### src/sv/scw_pkg.sv
// ----------------------------------------------------------------------------
// scw_pkg
// Shared types, codes and arithmetic helpers for the congestion window keeper.
// ----------------------------------------------------------------------------
package scw_pkg;

  // Width of the window, threshold, in-flight and partial-acked registers
  localparam int unsigned WinBits    = 32;
  localparam int unsigned MtuBits    = 16;
  localparam int unsigned BytesBits  = 20;
  localparam int unsigned TsnBits    = 32;

  // Event queue between the decoder and the execution stage
  localparam int unsigned QueueDepth = 2;
  localparam int unsigned QPtrBits   = (QueueDepth > 1) ? $clog2(QueueDepth) : 1;
  localparam int unsigned QCntBits   = $clog2(QueueDepth + 1);

  // Stream packing
  localparam int unsigned InDataBits  = 56;
  localparam int unsigned OutDataBits = 136;
  localparam int unsigned CmdBits     = 3;
  localparam int unsigned ErrBits     = 3;

  localparam logic [MtuBits-1:0] ResetMtu      = 16'd1500;
  localparam logic [WinBits-1:0] InitWindowCap = 32'd4380;

  typedef enum logic [CmdBits-1:0] {
    CMD_ACK     = 3'd0,
    CMD_TX      = 3'd1,
    CMD_ENTER   = 3'd2,
    CMD_EXIT    = 3'd3,
    CMD_IDLE    = 3'd4,
    CMD_RTO     = 3'd5,
    CMD_RESTART = 3'd6,
    CMD_QUERY   = 3'd7
  } cmd_e;

  typedef enum logic [ErrBits-1:0] {
    ERR_NONE          = 3'd0,
    ERR_EXCEEDS_WIN   = 3'd1,
    ERR_RECOVERING    = 3'd2,
    ERR_NOT_RECOVERING = 3'd3,
    ERR_IDLE_BUSY     = 3'd4
  } err_e;

  // One decoded event as it travels through the queue
  typedef struct packed {
    cmd_e                 cmd;
    logic [BytesBits-1:0] bytes;
    logic [MtuBits-1:0]   bytes_capped;  // min(bytes, path MTU)
    logic                 advanced;
    logic                 pending;
    logic [TsnBits-1:0]   exit_tsn;
  } event_t;

  function automatic logic [WinBits-1:0] sat_add(input logic [WinBits-1:0] a,
                                                 input logic [WinBits-1:0] b);
    logic [WinBits:0] s;
    s = {1'b0, a} + {1'b0, b};
    return s[WinBits] ? {WinBits{1'b1}} : s[WinBits-1:0];
  endfunction

  function automatic logic [WinBits-1:0] umax(input logic [WinBits-1:0] a,
                                              input logic [WinBits-1:0] b);
    return (a > b) ? a : b;
  endfunction

  function automatic logic [WinBits-1:0] umin(input logic [WinBits-1:0] a,
                                              input logic [WinBits-1:0] b);
    return (a < b) ? a : b;
  endfunction

  // min(4*MTU, max(2*MTU, cap)); 4*MTU always fits the window width
  function automatic logic [WinBits-1:0] start_window(input logic [MtuBits-1:0] mtu);
    logic [WinBits-1:0] m;
    m = WinBits'(mtu);
    return umin(m << 2, umax(m << 1, InitWindowCap));
  endfunction

endpackage

### src/sv/scw_front.sv
// ----------------------------------------------------------------------------
// scw_front
// Unpacks an incoming stream item and classifies it into an event record.
// ----------------------------------------------------------------------------
module scw_front (
  input  logic [scw_pkg::CmdBits-1:0]    cmd_i,
  input  logic [scw_pkg::InDataBits-1:0] data_i,
  input  logic [scw_pkg::MtuBits-1:0]    mtu_i,
  output scw_pkg::event_t                evt_o
);
  import scw_pkg::*;

  logic [BytesBits-1:0] bytes;

  assign bytes = data_i[BytesBits-1:0];

  always_comb begin
    evt_o.cmd      = cmd_e'(cmd_i);
    evt_o.bytes    = bytes;
    evt_o.advanced = data_i[BytesBits];
    evt_o.pending  = data_i[BytesBits+1];
    evt_o.exit_tsn = data_i[BytesBits+2 +: TsnBits];
    // cap the slow start increment here, off the execution path
    if (bytes < BytesBits'(mtu_i)) begin
      evt_o.bytes_capped = bytes[MtuBits-1:0];
    end else begin
      evt_o.bytes_capped = mtu_i;
    end
  end

endmodule

### src/sv/scw_queue.sv
// ----------------------------------------------------------------------------
// scw_queue
// Short event queue that decouples the decoder from the execution stage.
// ----------------------------------------------------------------------------
module scw_queue (
  input  logic            clk_i,
  input  logic            rst_ni,
  input  logic            push_i,
  input  scw_pkg::event_t push_evt_i,
  output logic            full_o,
  input  logic            pop_i,
  output logic            valid_o,
  output scw_pkg::event_t pop_evt_o
);
  import scw_pkg::*;

  event_t               entry_q [QueueDepth];
  logic [QPtrBits-1:0]  wr_ptr_q, wr_ptr_d;
  logic [QPtrBits-1:0]  rd_ptr_q, rd_ptr_d;
  logic [QCntBits-1:0]  count_q, count_d;
  logic                 do_push, do_pop;

  assign full_o    = (count_q == QCntBits'(QueueDepth));
  assign valid_o   = (count_q != '0);
  assign pop_evt_o = entry_q[rd_ptr_q];
  assign do_push   = push_i && !full_o;
  assign do_pop    = pop_i && valid_o;

  always_comb begin
    wr_ptr_d = wr_ptr_q;
    rd_ptr_d = rd_ptr_q;
    count_d  = count_q;
    if (do_push) begin
      wr_ptr_d = (wr_ptr_q == QPtrBits'(QueueDepth - 1)) ? '0 : wr_ptr_q + 1'b1;
    end
    if (do_pop) begin
      rd_ptr_d = (rd_ptr_q == QPtrBits'(QueueDepth - 1)) ? '0 : rd_ptr_q + 1'b1;
    end
    if (do_push && !do_pop) begin
      count_d = count_q + 1'b1;
    end else if (do_pop && !do_push) begin
      count_d = count_q - 1'b1;
    end
  end

  always_ff @(posedge clk_i or negedge rst_ni) begin
    if (!rst_ni) begin
      wr_ptr_q <= '0;
      rd_ptr_q <= '0;
      count_q  <= '0;
    end else begin
      wr_ptr_q <= wr_ptr_d;
      rd_ptr_q <= rd_ptr_d;
      count_q  <= count_d;
    end
  end

  always_ff @(posedge clk_i) begin
    if (do_push) begin
      entry_q[wr_ptr_q] <= push_evt_i;
    end
  end

`ifndef ASSERT_OFF
  a_count_bound: assert property (@(posedge clk_i) disable iff (!rst_ni)
    count_q <= QCntBits'(QueueDepth))
    else $error("event queue count beyond depth");
`endif

endmodule

### src/sv/scw_back.sv
// ----------------------------------------------------------------------------
// scw_back
// Executes queued events against the window state and registers the result.
// ----------------------------------------------------------------------------
module scw_back (
  input  logic                            clk_i,
  input  logic                            rst_ni,
  input  logic [scw_pkg::MtuBits-1:0]     mtu_i,
  input  logic                            evt_valid_i,
  input  scw_pkg::event_t                 evt_i,
  output logic                            evt_pop_o,
  output logic                            out_valid_o,
  input  logic                            out_ready_i,
  output logic [scw_pkg::OutDataBits-1:0] out_data_o,
  output logic [scw_pkg::ErrBits-1:0]     out_err_o
);
  import scw_pkg::*;

  logic [WinBits-1:0] window_q, window_d;
  logic [WinBits-1:0] thresh_q, thresh_d;
  logic [WinBits-1:0] inflight_q, inflight_d;
  logic [WinBits-1:0] partial_q, partial_d;
  logic               recov_q, recov_d;
  logic [TsnBits-1:0] exit_q, exit_d;

  logic               out_valid_q;
  logic [OutDataBits-1:0] out_data_q;
  err_e               out_err_q;

  logic               exec;
  logic               fits;
  err_e               err;
  logic [WinBits-1:0] bytes_w, mtu_w, mtu4_w, halved, pa_sum;

  assign evt_pop_o = exec;
  assign exec      = evt_valid_i && (!out_valid_q || out_ready_i);
  assign bytes_w   = WinBits'(evt_i.bytes);
  assign mtu_w     = WinBits'(mtu_i);
  assign mtu4_w    = mtu_w << 2;
  assign halved    = umax(window_q >> 1, mtu4_w);
  assign pa_sum    = sat_add(partial_q, bytes_w);
  assign fits      = (inflight_q <= window_q) && (bytes_w <= (window_q - inflight_q));

  always_comb begin
    window_d   = window_q;
    thresh_d   = thresh_q;
    inflight_d = inflight_q;
    partial_d  = partial_q;
    recov_d    = recov_q;
    exit_d     = exit_q;
    err        = ERR_NONE;
    if (exec) begin
      unique case (evt_i.cmd)
        CMD_ACK: begin
          inflight_d = inflight_q - umin(inflight_q, bytes_w);
          if (evt_i.advanced) begin
            if (window_q <= thresh_q) begin
              if (!recov_q && evt_i.pending) begin
                window_d = sat_add(window_q, WinBits'(evt_i.bytes_capped));
              end
            end else begin
              partial_d = pa_sum;
              if ((pa_sum >= window_q) && evt_i.pending) begin
                partial_d = pa_sum - window_q;
                window_d  = sat_add(window_q, mtu_w);
              end
            end
          end
        end
        CMD_TX: begin
          if (!fits) begin
            err = ERR_EXCEEDS_WIN;
          end else begin
            inflight_d = sat_add(inflight_q, bytes_w);
          end
        end
        CMD_ENTER: begin
          if (recov_q) begin
            err = ERR_RECOVERING;
          end else begin
            recov_d   = 1'b1;
            exit_d    = evt_i.exit_tsn;
            thresh_d  = halved;
            window_d  = halved;
            partial_d = '0;
          end
        end
        CMD_EXIT: begin
          if (!recov_q) begin
            err = ERR_NOT_RECOVERING;
          end else begin
            recov_d = 1'b0;
          end
        end
        CMD_IDLE: begin
          if (inflight_q != '0) begin
            err = ERR_IDLE_BUSY;
          end else begin
            window_d  = start_window(mtu_i);
            partial_d = '0;
          end
        end
        CMD_RTO: begin
          thresh_d   = halved;
          window_d   = mtu_w;
          inflight_d = '0;
        end
        CMD_RESTART: begin
          thresh_d   = mtu4_w;
          window_d   = start_window(mtu_i);
          inflight_d = '0;
          partial_d  = '0;
          recov_d    = 1'b0;
        end
        CMD_QUERY: begin
        end
      endcase
    end
  end

  always_ff @(posedge clk_i or negedge rst_ni) begin
    if (!rst_ni) begin
      window_q    <= InitWindowCap;
      thresh_q    <= WinBits'(ResetMtu) << 2;
      inflight_q  <= '0;
      partial_q   <= '0;
      recov_q     <= 1'b0;
      exit_q      <= '0;
      out_valid_q <= 1'b0;
    end else begin
      window_q   <= window_d;
      thresh_q   <= thresh_d;
      inflight_q <= inflight_d;
      partial_q  <= partial_d;
      recov_q    <= recov_d;
      exit_q     <= exit_d;
      if (exec) begin
        out_valid_q <= 1'b1;
      end else if (out_ready_i) begin
        out_valid_q <= 1'b0;
      end
    end
  end

  always_ff @(posedge clk_i) begin
    if (exec) begin
      out_data_q <= {6'b0, exit_d[31:0], recov_d, inflight_d[31:0],
                     thresh_d[31:0], window_d[31:0], fits};
      out_err_q  <= err;
    end
  end

  assign out_valid_o = out_valid_q;
  assign out_data_o  = out_data_q;
  assign out_err_o   = out_err_q;

`ifndef ASSERT_OFF
  a_reject_holds: assert property (@(posedge clk_i) disable iff (!rst_ni)
    (exec && err != ERR_NONE) |=> ($stable(window_q) && $stable(thresh_q) &&
      $stable(inflight_q) && $stable(partial_q) && $stable(recov_q) && $stable(exit_q)))
    else $error("rejected event changed state");
`endif

`ifndef ASSERT_OFF
  a_recov_rise: assert property (@(posedge clk_i) disable iff (!rst_ni)
    $rose(recov_q) |-> $past(exec && evt_i.cmd == CMD_ENTER))
    else $error("recovery entered without enter event");
`endif

`ifndef ASSERT_OFF
  a_tx_fits: assert property (@(posedge clk_i) disable iff (!rst_ni)
    (exec && evt_i.cmd == CMD_TX && err == ERR_NONE) |=> (inflight_q <= window_q))
    else $error("accepted send overran window");
`endif

`ifndef ASSERT_OFF
  a_out_from_exec: assert property (@(posedge clk_i) disable iff (!rst_ni)
    $rose(out_valid_q) |-> $past(exec))
    else $error("result appeared without execution");
`endif

endmodule

### src/sv/sctp_congestion_window.sv
// ----------------------------------------------------------------------------
// sctp_congestion_window
// Event-driven congestion window keeper with slow start, congestion avoidance,
// fast recovery halving and timeout handling.
// ----------------------------------------------------------------------------
// Each input item is one event (ack, transmit, enter or exit fast recovery,
// idle, retransmission timeout, restart, query) and yields exactly one result
// item carrying the window, slow start threshold, bytes in flight, recovery
// flag, stored exit sequence number, whether the item's byte count fit the
// window before the step, and an error code. Rejected events leave state
// untouched. The block sustains one item per clock while the result side is
// ready: the decoder feeds a two-entry event queue, and the execution stage
// updates all state registers and loads a result register together, so
// throughput is set by that update loop. An accepted item passes the queue
// and then the result register before result valid rises. The user must
// write path_mtu through cfg_we_i / cfg_wdata_i only while the block is idle;
// the block does not enforce this. path_mtu resets to 1500 and a restart
// event rebuilds the window from the current value.
// ----------------------------------------------------------------------------
module sctp_congestion_window (
  input  logic                            clk_i,
  input  logic                            rst_ni,
  input  logic                            cfg_we_i,
  input  logic [scw_pkg::MtuBits-1:0]     cfg_wdata_i,    // path_mtu
  input  logic                            s_axis_tvalid,
  output logic                            s_axis_tready,
  // [19:0] byte_count, [20] ack_point_advanced, [21] data_pending,
  // [53:22] recovery_exit_tsn, [55:54] zero
  input  logic [scw_pkg::InDataBits-1:0]  s_axis_tdata,
  input  logic [scw_pkg::CmdBits-1:0]     s_axis_tuser,   // [2:0] command
  output logic                            m_axis_tvalid,
  input  logic                            m_axis_tready,
  // [0] fits_window, [32:1] window_bytes, [64:33] threshold_bytes,
  // [96:65] outstanding_bytes, [97] recovering, [129:98] exit_tsn, [135:130] zero
  output logic [scw_pkg::OutDataBits-1:0] m_axis_tdata,
  output logic [scw_pkg::ErrBits-1:0]     m_axis_tuser    // [2:0] error_code
);
  import scw_pkg::*;

  logic [MtuBits-1:0] mtu_q;
  event_t             front_evt, queue_evt;
  logic               queue_full, queue_valid, queue_pop;

  // Path MTU register: hold until written
  always_ff @(posedge clk_i or negedge rst_ni) begin
    if (!rst_ni) begin
      mtu_q <= ResetMtu;
    end else if (cfg_we_i) begin
      mtu_q <= cfg_wdata_i;
    end
  end

  // Accept whenever the queue has room; the result register isolates the far side
  assign s_axis_tready = !queue_full;

  scw_front u_front (
    .cmd_i  (s_axis_tuser),
    .data_i (s_axis_tdata),
    .mtu_i  (mtu_q),
    .evt_o  (front_evt)
  );

  scw_queue u_queue (
    .clk_i      (clk_i),
    .rst_ni     (rst_ni),
    .push_i     (s_axis_tvalid),
    .push_evt_i (front_evt),
    .full_o     (queue_full),
    .pop_i      (queue_pop),
    .valid_o    (queue_valid),
    .pop_evt_o  (queue_evt)
  );

  scw_back u_back (
    .clk_i       (clk_i),
    .rst_ni      (rst_ni),
    .mtu_i       (mtu_q),
    .evt_valid_i (queue_valid),
    .evt_i       (queue_evt),
    .evt_pop_o   (queue_pop),
    .out_valid_o (m_axis_tvalid),
    .out_ready_i (m_axis_tready),
    .out_data_o  (m_axis_tdata),
    .out_err_o   (m_axis_tuser)
  );

endmodule
### config.mk
export PLATFORM = sky130hd
export DESIGN_NAME = sctp_congestion_window
export DESIGN_NICKNAME = d
export VERILOG_FILES = /design/src/sv/scw_pkg.sv /design/src/sv/scw_front.sv /design/src/sv/scw_queue.sv /design/src/sv/scw_back.sv /design/src/sv/sctp_congestion_window.sv
export SDC_FILE = /design/constraint.sdc
export NUM_CORES = 1
export LEC_CHECK = 0
export BUFFER_PORTS_ARGS = -buffer_cell sky130_fd_sc_hd__buf_2
export CORE_UTILIZATION = 25
export CTS_CLUSTER_SIZE = 8
export DETAILED_ROUTE_END_ITERATION = 8
export GPL_ROUTABILITY_DRIVEN = 0
export PLACE_DENSITY = 0.45
export SYNTH_ARGS = -nofsm -noshare
export SYNTH_HDL_FRONTEND = slang
export SYNTH_SLANG_ARGS = --single-unit
### constraint.sdc
create_clock -name clk_i -period 7.7 [get_ports clk_i]
set_clock_uncertainty 0.2 [all_clocks]
set_input_delay 1.155 -clock clk_i [delete_from_list [all_inputs] [get_ports clk_i]]
set_output_delay 1.155 -clock clk_i [all_outputs]
set_load 0.05 [all_outputs]
==> results.cfg, run 1 <==
[status]
status = complete, but fails checks
violations_in_the_final_reports = DRC

[setup_path]
worst_path_largest_cell_delay_ns = 0.50
timing_worst_setup_path_type = reg2reg
endpoint_type_of_the_worst_setup_path = flip-flop
max_fanout_on_critical_path = 17
cp_top_family = compound AO/OA/AOI/OAI gates
cp-start-kind = flip-flop
timing.critical_path.from = u_queue.rd_ptr_q$_DFFE_PN0P_
critical_path_rt_ns = 7.89
critical_register_to_register_path_startpoint = u_queue.rd_ptr_q$_DFFE_PN0P_
critical_path_arrival_ns = 7.41
crit_slowest_cell = dfrtp_4
timing.critical_path.buf_inv = 2

[cts]
clkLatencyLatePin_ns = 0.67
cts_tree = yes
clock_tree.htree_level_count = 3
clk_pin_slew_ns = 0.05
cts-buffers-inserted = 71
ctsLongestPathBuffers = 3
clock_tree.root_cell = clkbuf_16
tritoncts_num_sinks = 461

[synth]
synth_ff_type = edfxtp_1
synth-seq-cells = 461
yosys-top-cells-count = ha_1, nand2_1, edfxtp_1, a21oi_1, nor2_1
synth.lib_cells_used.distinct = 87
post-synth-top-count-cell = ha_1
yosys_warnings = 0
top_area_cells_in_the_synthesized_netlist = edfxtp_1, dfrtp_1, ha_1
synthCells = 3233
async_reset_ff_frac = 0.395
post_synth_instance_area_um2 = 31300
synth_top_area_cell = edfxtp_1
synth_area_per_cell_um2 = 9.68
netlist.area_leader.share = 0.268
synth.yosys.seq_area_share = 0.414
number_of_flops_mapped_to_enable_cells_by_yosys = 279

[hold_path]
hold_class = reg2reg
hold_path.startpoint = u_back.exit_q[4]$_DFF_PN0_

[grt]
grt_use_total = 0.179
met3_usage = 0.0375
global_route.peak_usage_layer = met2
antenna_found_initial = 14
first_global_vias = 25900
met2_usage = 0.273
grt-ovfl-total = 0
grt_first_pass_wirelength_um = 171000
gr-usage-met1 = 0.247
largest_net_degree_at_the_start_of_global_routing = 125

[die]
placement_rows = 129
core_area_um2 = 124000
die-width_um = 356
initial_core_util = 0.253
floorplan.die.height_um = 356
die_area_um2 = 127000
io_pins = 221

[routing]
route.detailed.wl_per_inst_um = 22.3
residual_drc = 6
finalWirelength_um = 115000
drtPass1Iterations = 9
detailedRoute.firstIterationViolations = 2085
postRouteAntennaNets = 0
vias_per_std_cell = 5.12
detailroute.via_count = 26500

[final_layout]
finish.net_count = 3844
drive_above_1_share = 0.141
final_cells = 5168
area_growth_syn_to_layout_pct = 17.7
antenna_cells = 0
fin_util = 0.297

[timing]
hold_slack_ns = 0.285
worstMarginPinSlew_ns = 1.15
number_of_hold_slack_violations_in_the_final_timing_report = 0
period_minus_slack_ns = 7.22
slew_viol_final = 0
fin_setup_tns_ns = 0
finalSetupViolations = 0
final_min_period_over_clock_period = 0.938
fmax_mhz = 138
relSlewSlack = 0.227

[job]
max_cap_violations = 0

[placement]
detailedPlacementHpwl_um = 85900
io_buffer_count = 212
placed_cell_count = 5029
[final timing paths]
check / slack [ns] / cells past startpoint / end
max: 0.48 / 25 / u_back.out_data_o[31]$_DFFE_PP_
min: 0.29 / 2 / u_back.exit_q[4]$_DFF_PN0_
max reg2reg: 0.48 / 25 / u_back.out_data_o[31]$_DFFE_PP_
min reg2reg: 0.29 / 2 / u_back.exit_q[4]$_DFF_PN0_
max in group asynchronous: 5.76 / 2 / u_back.window_q[31]$_DFF_PN0_
min in group asynchronous: 0.33 / 1 / u_back.inflight_q[4]$_DFF_PN0_
[sequential cells by signal (all words and copies together) (netlist names), 2 cells and up]
signal,flops
u_queue.entry_q,146
u_back.window_q,32
u_back.inflight_q,32
u_back.out_data_o,130
u_back.exit_q,32
u_queue.count_q,2
u_back.out_err_o,3
u_back.partial_q,32
u_back.thresh_q,32
mtu_q,16
[repair_timing]
item / in CTS / in global routing
buffers inserted: 0 / 9
gates resized for setup: 0 / 6
hold buffers: 0 / 0
endpoints found under the setup margin: 0 / 57
[layout by cell type (no fill, tap or decap), types with 20 or more instances in the layout]
master,count
ha_1,282
nand2_1,280
edfxtp_1,279
a21oi_1,231
nor2_1,224
o21ai_0,223
buf_2,211
inv_1,200
dfrtp_1,162
xnor2_1,101
buf_4,91
nand3_1,80
a21o_1,78
mux2i_1,75
clkbuf_16,71
nor3_1,50
xor2_1,48
mux2_2,45
nand4_1,44
o21a_1,44
o221ai_1,44
clkbuf_1,42
a31oi_1,36
nand2b_1,36
a221o_1,31
a22oi_1,29
nor2b_1,28
nor4_1,26
and3_1,24
nand3b_1,22
o21bai_1,20
[logic make-up (layout without fill, tap and decap cells)]
family	after synthesis	count (layout)	share of synthesized area
AOI/OAI and AO/OA	972	972	0.208
xor gates and xnor gates	149	149	0.0417
adders and majority gates	290	290	0.118
DFF	461	461	0.414
buffers and inverters	343	636	0.0424
and+or+nand+nor	897	897	0.136
other	1	6	0.000120
muxes	120	120	0.0402
[per-stage QoR]
step	setup slack, ns	instance area (um^2)
6_report	0.478	36900
5_1_grt	-0.0249	36900
4_1_cts	0.0486	36800
3_5_place_dp	0.100	34600
3_3_place_gp	0.185	34600
2_1_floorplan	0.184	31300
[worst reg2reg max path: cells and delay by family (launching register included)]
| kind | cells | cell delay, ns |
|---|---|---|
| flops | 1 | 0.50 |
| fa+ha+maj | 3 | 1.04 |
| mux | 1 | 0.41 |
| buf+inv | 2 | 0.46 |
| xor+xnor | 1 | 0.16 |
| simple gates | 3 | 0.47 |
| compound gates | 15 | 3.70 |
[metal layers]
metal	wire [um]	share of wire
met5	77	0.00067
met2	49800	0.43
met3	7950	0.069
met1	53000	0.46
met4	4180	0.036
[cell type report]
cell class,instances,area (um^2)
clock buffer,114,1950
sequential,461,13000
inverter,201,759
clock inverter,16,239
timing repair buffer,305,1790
fill,13100,87100
multi-input combinational,2434,17100
tap,1637,2050
Power of run 1 is not shown: default switching activity piles up to over one toggle a cycle in this logic, so the estimate is an artifact.
==> run 2, diff against run 1 <==
Settings changed: BUFFER_PORTS_ARGS -buffer_cell sky130_fd_sc_hd__buf_2 to -buffer_cell sky130_fd_sc_hd__clkbuf_2.
==> run 2 against run 1 <==
  * The flow still finishes with violations (DRC)
  * Critical endpoint is now u_back.out_data_o[21]$_DFFE_PP_
  * Routed wire length increased by 0.34%
  * Worst hold slack got worse by 0.0011 ns
  * Largest cell class unchanged
  * Setup slack got worse by 0.082 ns
  * Die area unchanged
  * Utilization about the same
  * Fmax decreased by 1.1%
  * Critical path depth increased by 1
  * Critical path type unchanged
  * Global-route usage about the same
  * Non-clock buffer count decreased by 7
  * Register-to-register slack got worse by 0.08 ns
==> results.cfg, run 2 (synthesis gave the netlist of run 1 again) <==
[timing]
fin_setup_tns_ns = 0
slew_viol_final = 0
relSlewSlack = 0.170
rsz_0062_raised_after_global_routing = no
number_of_hold_slack_violations_in_the_final_timing_report = 0
hold_slack_ns = 0.284
fmax_mhz = 137
final_min_period_over_clock_period = 0.949
period_minus_slack_ns = 7.30
worstMarginPinSlew_ns = 1.23
finalSetupViolations = 0

[final_layout]
finish.net_count = 3837
area_growth_syn_to_layout_pct = 17.7
largest_register_ff_count = 146
fill_cells = 13100
fin_util = 0.297
most-common-layout-cells = ha_1, nand2_1, edfxtp_1
final_common_cell = ha_1
drive_above_1_share = 0.140
final_cells = 5162
largest_register = u_queue.entry_q

[routing]
detailedRoute.firstIterationViolations = 2047
finalWirelength_um = 115000
vias_per_std_cell = 5.10
route.detailed.wl_per_inst_um = 22.4
detailroute.via_count = 26400
residual_drc = 12
postRouteAntennaNets = 0
drtPass1Iterations = 8

[placement]
placed_cell_count = 5030
detailedPlacementHpwl_um = 86600
io_buffer_count = 212

[setup_path]
crit_slowest_cell = dfrtp_4
r2r_end = u_back.out_data_o[21]$_DFFE_PP_
cp-start-kind = flip-flop
worst_path_largest_cell_delay_ns = 0.58
critical_path_arrival_ns = 7.39
critical_path_rt_ns = 7.78
timing_worst_setup_path_type = reg2reg
reg2regPathDepth = 26
critical_register_to_register_path_startpoint = u_queue.rd_ptr_q$_DFFE_PN0P_
max_fanout_on_critical_path = 17
endpoint_type_of_the_worst_setup_path = flip-flop
timing.critical_path.buf_inv = 3
regToRegSetupSlack_ns = 0.40
cp_top_family = compound AO/OA/AOI/OAI gates

[grt]
largest_net_degree_at_the_start_of_global_routing = 73
first_global_vias = 25500
grt_first_pass_wirelength_um = 170000
grt_use_total = 0.179
grt-ovfl-total = 0
antenna_found_initial = 9

[cts]
ctsLongestPathBuffers = 3
clk_pin_slew_ns = 0.05
clock_tree.htree_level_count = 3
clock_tree.root_cell = clkbuf_16
cts-buffers-inserted = 71
tritoncts_num_sinks = 461
clkLatencyLatePin_ns = 0.67
cts_tree = yes

[hold_path]
hold_path.startpoint = u_back.exit_q[26]$_DFF_PN0_
hold_end = u_back.exit_q[26]$_DFF_PN0_
hold_class = reg2reg
worst_hold_path.num_cells = 2

[die]
placement_rows = 129
die-width_um = 356
die_area_um2 = 127000
initial_core_util = 0.253
core_area_um2 = 124000
floorplan.die.height_um = 356
io_pins = 221

[job]
max_cap_violations = 0

[status]
status = complete, but fails checks
violations_in_the_final_reports = DRC
## run 2: area by class of cell
class / count / area (um^2) / share of cell area
multi-input combinational: 2434 / 17100 / 0.465
sequential: 461 / 13000 / 0.352
inverter: 201 / 759 / 0.0206
clock buffer: 117 / 1990 / 0.0540
antenna: 1 / 2.50 / 0.0000679
tap: 1637 / 2050 / 0.0556
clock inverter: 13 / 244 / 0.00662
timing repair buffer: 298 / 1730 / 0.0469
## run 2: per-layer routing
metal  GRT usage  wire [um]  up-vias
met3      0.0378       7900      189
met2       0.277      50400      849
met4      0.0605       3880        6
li1            -          -    12600
met1       0.245      53300    12800
met5           0         35        -
## run 2: worst register-to-register path: cells and delay by family, from the launching register on
kind / cells / cell delay, ns
buffers and inverters: 3 / 0.54
flip-flops: 1 / 0.58
adder cells (fa/ha/maj): 3 / 1.04
multiplexers: 1 / 0.45
AO/OA/AOI/OAI: 15 / 3.62
XOR/XNOR: 1 / 0.15
AND/OR/NAND/NOR: 3 / 0.34
## run 2: how the worst max path moves through the flow
| stage | from | to | slack [ns] | depth (start not counted) |
|---|---|---|---|---|
| after floorplan | u_queue.rd_ptr_q$_DFFE_PN0P_ | u_back.out_data_o[29]$_DFFE_PP_ | 0.18 | 29 |
| after global placement | u_queue.rd_ptr_q$_DFFE_PN0P_ | u_back.out_data_o[25]$_DFFE_PP_ | 0.26 | 24 |
| after detailed placement | u_queue.rd_ptr_q$_DFFE_PN0P_ | u_back.out_data_o[29]$_DFFE_PP_ | 0.21 | 24 |
| after CTS | u_queue.rd_ptr_q$_DFFE_PN0P_ | u_back.out_data_o[29]$_DFFE_PP_ | 0.18 | 24 |
| after global routing | u_queue.rd_ptr_q$_DFFE_PN0P_ | u_back.out_data_o[21]$_DFFE_PP_ | 0.004 | 26 |
| final | u_queue.rd_ptr_q$_DFFE_PN0P_ | u_back.out_data_o[21]$_DFFE_PP_ | 0.40 | 26 |
## run 2: timing repair
item	in CTS	in global routing
gates resized for setup	0	4
buffers inserted	0	1
hold buffers	0	0
endpoints found under the setup margin	0	26
hold endpoints to repair	0	0
## run 2: per-stage QoR
stage          area [um^2]  worst slack [ns]
2_1_floorplan        31300             0.184
3_3_place_gp         34600             0.257
3_5_place_dp         34600             0.211
4_1_cts              36800             0.183
5_1_grt              36900           0.00434
6_report             36900             0.396
Power of run 2 is left out for the same reason.
